--- src/hw/rtl/ptsl_pkg.sv ---
// shared types and constants for the point to screen lookup block
// no dependencies
package ptsl_pkg;

    localparam int MAX_SCREENS_DEF = 16;
    localparam int CNT_W           = 5;
    localparam int IDX_FW          = 4;
    localparam int COORD_W         = 16;
    localparam int SIZE_W          = 15;
    localparam int EXT_W           = 17;
    localparam int DIFF_W          = 18;
    localparam int SQ_W            = 34;
    localparam int DIST_W          = 35;
    localparam int TOK_IDX_W       = 8;

    localparam logic CMD_WRITE = 1'b0;
    localparam logic CMD_QUERY = 1'b1;

    typedef struct packed {
        logic                       cmd;
        logic [IDX_FW-1:0]          entry_index;
        logic signed [COORD_W-1:0]  pos_x;
        logic signed [COORD_W-1:0]  pos_y;
        logic [SIZE_W-1:0]          rect_width;
        logic [SIZE_W-1:0]          rect_height;
    } t_in_beat;

    typedef struct packed {
        logic              found;
        logic              inside_res;
        logic [IDX_FW-1:0] screen_index;
    } t_out_beat;

    // entry write broadcast to the cells
    typedef struct packed {
        logic                     en;
        logic [IDX_FW-1:0]        idx;
        logic signed [EXT_W-1:0]  xoff;
        logic signed [EXT_W-1:0]  yoff;
        logic signed [EXT_W-1:0]  xend;
        logic signed [EXT_W-1:0]  yend;
        logic signed [EXT_W-1:0]  cx;
        logic signed [EXT_W-1:0]  cy;
    } t_wr;

    // query point moving down the chain
    typedef struct packed {
        logic                       valid;
        logic signed [COORD_W-1:0]  px;
        logic signed [COORD_W-1:0]  py;
    } t_pt;

    // running search result moving down the chain
    typedef struct packed {
        logic                  valid;
        logic                  hit;
        logic                  have;
        logic [TOK_IDX_W-1:0]  hit_idx;
        logic [TOK_IDX_W-1:0]  best_idx;
        logic [DIST_W-1:0]     best;
    } t_tok;

endpackage

--- src/hw/rtl/ptsl_cell.sv ---
// one screen entry of the lookup chain: stores the rectangle, tests the
// point and folds its distance into the running result; uses ptsl_pkg
module ptsl_cell #(
    parameter int CELL_IDX = 0
) (
    input  logic                         i_clk,
    input  logic                         i_rst_n,
    input  ptsl_pkg::t_wr                i_wr,
    input  logic [ptsl_pkg::CNT_W-1:0]   i_count,
    input  ptsl_pkg::t_pt                i_pt,
    input  ptsl_pkg::t_tok               i_tok,
    output ptsl_pkg::t_pt                o_pt,
    output ptsl_pkg::t_tok               o_tok
);

    localparam logic [ptsl_pkg::TOK_IDX_W-1:0] MY_IDX = ptsl_pkg::TOK_IDX_W'(CELL_IDX);
    localparam bit WRITABLE = (CELL_IDX < (1 << ptsl_pkg::IDX_FW));

    logic signed [ptsl_pkg::EXT_W-1:0] r_xoff, r_yoff, r_xend, r_yend, r_cx, r_cy;

    logic                              w_sel;
    logic                              w_use;
    logic signed [ptsl_pkg::EXT_W-1:0] w_px, w_py;
    logic signed [ptsl_pkg::DIFF_W-1:0] w_dx, w_dy;
    logic [ptsl_pkg::EXT_W-1:0]        w_adx, w_ady;
    logic [ptsl_pkg::SQ_W-1:0]         w_sqx, w_sqy;
    logic                              w_hit;

    logic                              r_pv;
    logic                              r_use;
    logic                              r_hit;
    logic [ptsl_pkg::SQ_W-1:0]         r_sqx, r_sqy;
    ptsl_pkg::t_pt                     r_pt;

    logic [ptsl_pkg::DIST_W-1:0]       w_dist;
    ptsl_pkg::t_tok                    n_tok;
    ptsl_pkg::t_tok                    r_tok;

    // entry storage
    assign w_sel = WRITABLE && i_wr.en && (i_wr.idx == ptsl_pkg::IDX_FW'(CELL_IDX));

    always_ff @(posedge i_clk) begin
        if (w_sel) begin
            r_xoff <= i_wr.xoff;
            r_yoff <= i_wr.yoff;
            r_xend <= i_wr.xend;
            r_yend <= i_wr.yend;
            r_cx   <= i_wr.cx;
            r_cy   <= i_wr.cy;
        end
    end

    // point test and squares
    assign w_use = ({{(ptsl_pkg::TOK_IDX_W-ptsl_pkg::CNT_W){1'b0}}, i_count} > MY_IDX);
    assign w_px  = {i_pt.px[ptsl_pkg::COORD_W-1], i_pt.px};
    assign w_py  = {i_pt.py[ptsl_pkg::COORD_W-1], i_pt.py};
    assign w_dx  = {w_px[ptsl_pkg::EXT_W-1], w_px} - {r_cx[ptsl_pkg::EXT_W-1], r_cx};
    assign w_dy  = {w_py[ptsl_pkg::EXT_W-1], w_py} - {r_cy[ptsl_pkg::EXT_W-1], r_cy};
    assign w_adx = w_dx[ptsl_pkg::DIFF_W-1] ? ptsl_pkg::EXT_W'(-w_dx) : w_dx[ptsl_pkg::EXT_W-1:0];
    assign w_ady = w_dy[ptsl_pkg::DIFF_W-1] ? ptsl_pkg::EXT_W'(-w_dy) : w_dy[ptsl_pkg::EXT_W-1:0];
    assign w_sqx = {{(ptsl_pkg::SQ_W-ptsl_pkg::EXT_W){1'b0}}, w_adx}
                 * {{(ptsl_pkg::SQ_W-ptsl_pkg::EXT_W){1'b0}}, w_adx};
    assign w_sqy = {{(ptsl_pkg::SQ_W-ptsl_pkg::EXT_W){1'b0}}, w_ady}
                 * {{(ptsl_pkg::SQ_W-ptsl_pkg::EXT_W){1'b0}}, w_ady};
    assign w_hit = (w_px >= r_xoff) && (w_px <= r_xend) &&
                   (w_py >= r_yoff) && (w_py <= r_yend);

    always_ff @(posedge i_clk) begin
        if (!i_rst_n) begin
            r_pv       <= 1'b0;
            r_pt.valid <= 1'b0;
        end else begin
            r_pv       <= i_pt.valid;
            r_pt.valid <= i_pt.valid;
        end
        r_pt.px <= i_pt.px;
        r_pt.py <= i_pt.py;
        r_use   <= w_use;
        r_hit   <= w_hit;
        r_sqx   <= w_sqx;
        r_sqy   <= w_sqy;
    end

    assign o_pt = r_pt;

    // fold into running result
    assign w_dist = {1'b0, r_sqx} + {1'b0, r_sqy};

    always_comb begin
        n_tok       = i_tok;
        n_tok.valid = r_pv;
        if (r_use) begin
            if (!i_tok.hit && r_hit) begin
                n_tok.hit     = 1'b1;
                n_tok.hit_idx = MY_IDX;
            end
            if (!i_tok.have || (w_dist < i_tok.best)) begin
                n_tok.have     = 1'b1;
                n_tok.best     = w_dist;
                n_tok.best_idx = MY_IDX;
            end
        end
    end

    always_ff @(posedge i_clk) begin
        if (!i_rst_n) begin
            r_tok.valid <= 1'b0;
        end else begin
            r_tok.valid <= n_tok.valid;
        end
        r_tok.hit      <= n_tok.hit;
        r_tok.have     <= n_tok.have;
        r_tok.hit_idx  <= n_tok.hit_idx;
        r_tok.best_idx <= n_tok.best_idx;
        r_tok.best     <= n_tok.best;
    end

    assign o_tok = r_tok;

endmodule

--- config.mk ---
export PLATFORM = sky130hd
export DESIGN_NAME = ptsl_cell
export DESIGN_NICKNAME = d
export VERILOG_FILES = /design/src/hw/rtl/ptsl_pkg.sv /design/src/hw/rtl/ptsl_cell.sv
export SDC_FILE = /design/constraint.sdc
export NUM_CORES = 2
export LEC_CHECK = 0
export BUFFER_PORTS_ARGS = -buffer_cell sky130_fd_sc_hd__buf_2
export CAP_MARGIN = 10
export CORE_ASPECT_RATIO = 0.7
export CORE_UTILIZATION = 35
export CTS_CLUSTER_SIZE = 40
export DETAILED_ROUTE_END_ITERATION = 16
export PLACE_DENSITY = 0.6
export SKIP_LAST_GASP = 1
export SLEW_MARGIN = 40
export SYNTH_ARGS = -nofsm -noshare
export SYNTH_HDL_FRONTEND = slang
export SYNTH_SLANG_ARGS = --single-unit
--- constraint.sdc ---
create_clock -name i_clk -period 13.5 [get_ports i_clk]
set_input_delay 0.675 -clock i_clk [delete_from_list [all_inputs] [get_ports i_clk]]
set_output_delay 0.675 -clock i_clk [all_outputs]
set_load 0.03 [all_outputs]
==> results.py <==
metrics = {
    "status": {
        "outcome": "complete, no violations",
    },
    "floorplanning": {
        "die_area_sq_um": 84900,
        "num_rows": 88,
        "core_sq_um": 82700,
        "die_x_um": 348,
        "die_height_um": 244,
        "initial_core_util": 0.354,
        "pin_count": 288,
    },
    "final_layout": {
        "final_common_cell": "inv_1",
        "layout_common_cells": "inv_1 (740), fa_1 (382), ha_1 (380), buf_2 (286), nand2_1 (212)",
        "drive_gt1_frac": 0.128,
        "area_growth_pct": 13.6,
        "layout.cells.non_filler": 4549,
        "fin_nets": 4362,
    },
    "worst_hold_path": {
        "hold_start": "i_pt[0]",
        "hold_class": "input pin to register",
    },
    "job": {
        "max-cap-violations": 0,
    },
    "global_route": {
        "grt_remaining_overflow": 0,
        "grtUsageTotal": 0.167,
        "grt_max_degree": 53,
        "grt_busiest_layer": "met1",
        "grt_pass1_vias": 21800,
        "met2_usage": 0.244,
        "antenna_found_initial": 8,
        "grtUsageMet1": 0.248,
        "grt_pass1_wl_um": 113000,
        "grt_use_met3": 0.0444,
    },
    "yosys": {
        "async_flop_share": 0,
        "avgSynthCellArea_sq_um": 9.43,
        "ys_seq_elements": 257,
        "ys_seq_area_frac": 0.210,
        "ys.flop_type": "dfxtp_1",
        "ys_types": 79,
        "synth_area_sq_um": 29300,
        "synthesis.nets": 4072,
        "synth_cells": 3109,
        "synth_warnings": 0,
        "synth_edf_count": 102,
    },
    "drt": {
        "route.detailed.drc": 0,
        "antenna_left": 0,
        "drt-wirelength-per-cell_um": 15.3,
        "drt_iter0_drc": 1127,
        "viasPerCell": 4.70,
        "vias": 21400,
        "drt_wl_total_um": 69400,
        "first_pass_iters": 5,
    },
    "placed_design": {
        "dp.cells": 4493,
        "place_congestion": 0.873,
        "hpwlAfterDp_um": 58500,
        "place_ws_ns": 2.79,
        "io_buffers": 286,
    },
    "timing": {
        "finalCriticalPeriod_ns": 10.40,
        "tns_ns": 0,
        "rsz0062_at_grt": "no",
        "hold_viol": 0,
        "setup_viol": 0,
        "max_freq_ghz": 0.0961,
        "worst_slew_pin_slew_ns": 0.948,
        "relSlewSlack": 0.366,
        "final.setup.worst_slack_ns": 3.10,
        "finalMaxSlewViolations": 0,
        "fin_hold_ws_ns": 0.178,
        "finClkSkew_ns": 0.0264,
        "fin_crit_sh": 0.770,
    },
    "cts": {
        "clock_path_buffers": 3,
        "clkSlewWorstSetupHoldPaths_ns": 0.06,
        "h-tree-depth": 1,
        "ctsResizeCount": 0,
        "cts_buffers": 29,
        "ctsHoldBuffers": 0,
        "worstSkewPairLatency_ns": 0.62,
        "cts.sinks": 257,
        "postCtsSetupBuffers": 0,
        "ctsRootBufferMaster": "clkbuf_16",
        "cts_tree": "built",
    },
    "setup_path": {
        "r2r-start": "r_cx[1]",
        "critPathRequiredTime_ns": 13.98,
        "cp-end-kind": "register",
        "ff2ff_path_depth": 37,
        "reg2reg_slack_ns": 3.10,
        "crit_path_end": "r_sqx[33]",
        "path_class": "register to register",
        "r2r_end": "r_sqx[33]",
        "crit_arrival_ns": 10.88,
        "crit_path_start_kind": "register",
        "cp-startpoint": "r_cx[1]",
        "critPathSlowestCell": "xor2_1",
        "cpPeakStageDelay_ns": 0.75,
        "crit_fanout": 15,
    },
}
[registers in the layout, summed over array words and instances (netlist names)]
name and cells:
r_use 1, r_cx 17, r_yoff 17, r_sqy 33
o_pt 33, r_sqx 33, r_hit 1, r_xoff 17
r_cy 17, r_yend 17, r_xend 17, o_tok 54
[synthesized netlist by cell type, types with 12 or more instances]
cell | n | area, sq um
inv_1 | 740 | 2780
fa_1 | 382 | 7650
ha_1 | 380 | 4750
nand2_1 | 212 | 796
nor2_1 | 197 | 739
dfxtp_1 | 155 | 3100
a21oi_1 | 108 | 541
edfxtp_1 | 102 | 3060
xnor2_1 | 97 | 850
a21o_1 | 89 | 668
o21ai_0 | 71 | 355
clkbuf_1 | 50 | 188
xor2_1 | 47 | 412
nor3_1 | 38 | 190
mux2_2 | 37 | 417
nor2b_1 | 34 | 213
o21a_1 | 31 | 233
nand2b_1 | 29 | 181
nand3_1 | 29 | 145
and2_1 | 28 | 175
nand4_1 | 26 | 163
a211oi_1 | 22 | 165
and3_1 | 18 | 113
a31oi_1 | 14 | 87.6
o21bai_1 | 14 | 105
o211ai_1 | 13 | 97.6
or2_2 | 12 | 75.1
[cells by family after synthesis]
family / share of synthesized area
flip-flops: 0.210
AO/OA/AOI/OAI: 0.0981
AND/OR/NAND/NOR: 0.105
buffers and inverters: 0.104
multiplexers: 0.0146
adder cells (fa/ha/maj): 0.423
XOR/XNOR: 0.0444
[through the flow]
step | utilization | cell area (sq um)
final | 0.403 | 33300
after CTS | 0.402 | 33300
after global routing | 0.403 | 33300
after floorplan | - | 29300
after global placement | 0.389 | 32200
after detailed placement | 0.390 | 32200
[critical path: cells and delay by family (launching register included)]
kind / cells / cell delay, ns
compound gates: 13 / 2.74
simple gates: 6 / 1.32
fa+ha+maj: 8 / 3.50
flops: 1 / 0.39
buf+inv: 8 / 1.21
xor+xnor: 2 / 1.11
[metal layers]
layer / vias up / part of all wire
met5: - / 0.00050
met4: 6 / 0.016
met3: 62 / 0.084
met2: 568 / 0.40
met1: 10300 / 0.50
li1: 10500 / -
[how the worst min path moves through the flow]
stage,to,cells after the start
5_1_grt,o_pt[0],1
6_report,o_pt[0],1
4_1_cts,o_pt[0],1
3_5_place_dp,o_tok[53],1
3_3_place_gp,o_tok[53],1
2_1_floorplan,o_tok[52],1
[layout make-up]
type	instances	area, sq um
clock inverters	14	229
clock buffers	39	823
flip-flops and latches	257	6170
well taps	1125	1410
multi-input cells	2043	20200
fillers	8293	49400
inverters	752	2820
repair buffers	316	1660
diodes	3	7.51
Power is left out: the tool's default activity adds up to more than one toggle a clock period on the data nets, which glitch-free logic cannot reach.
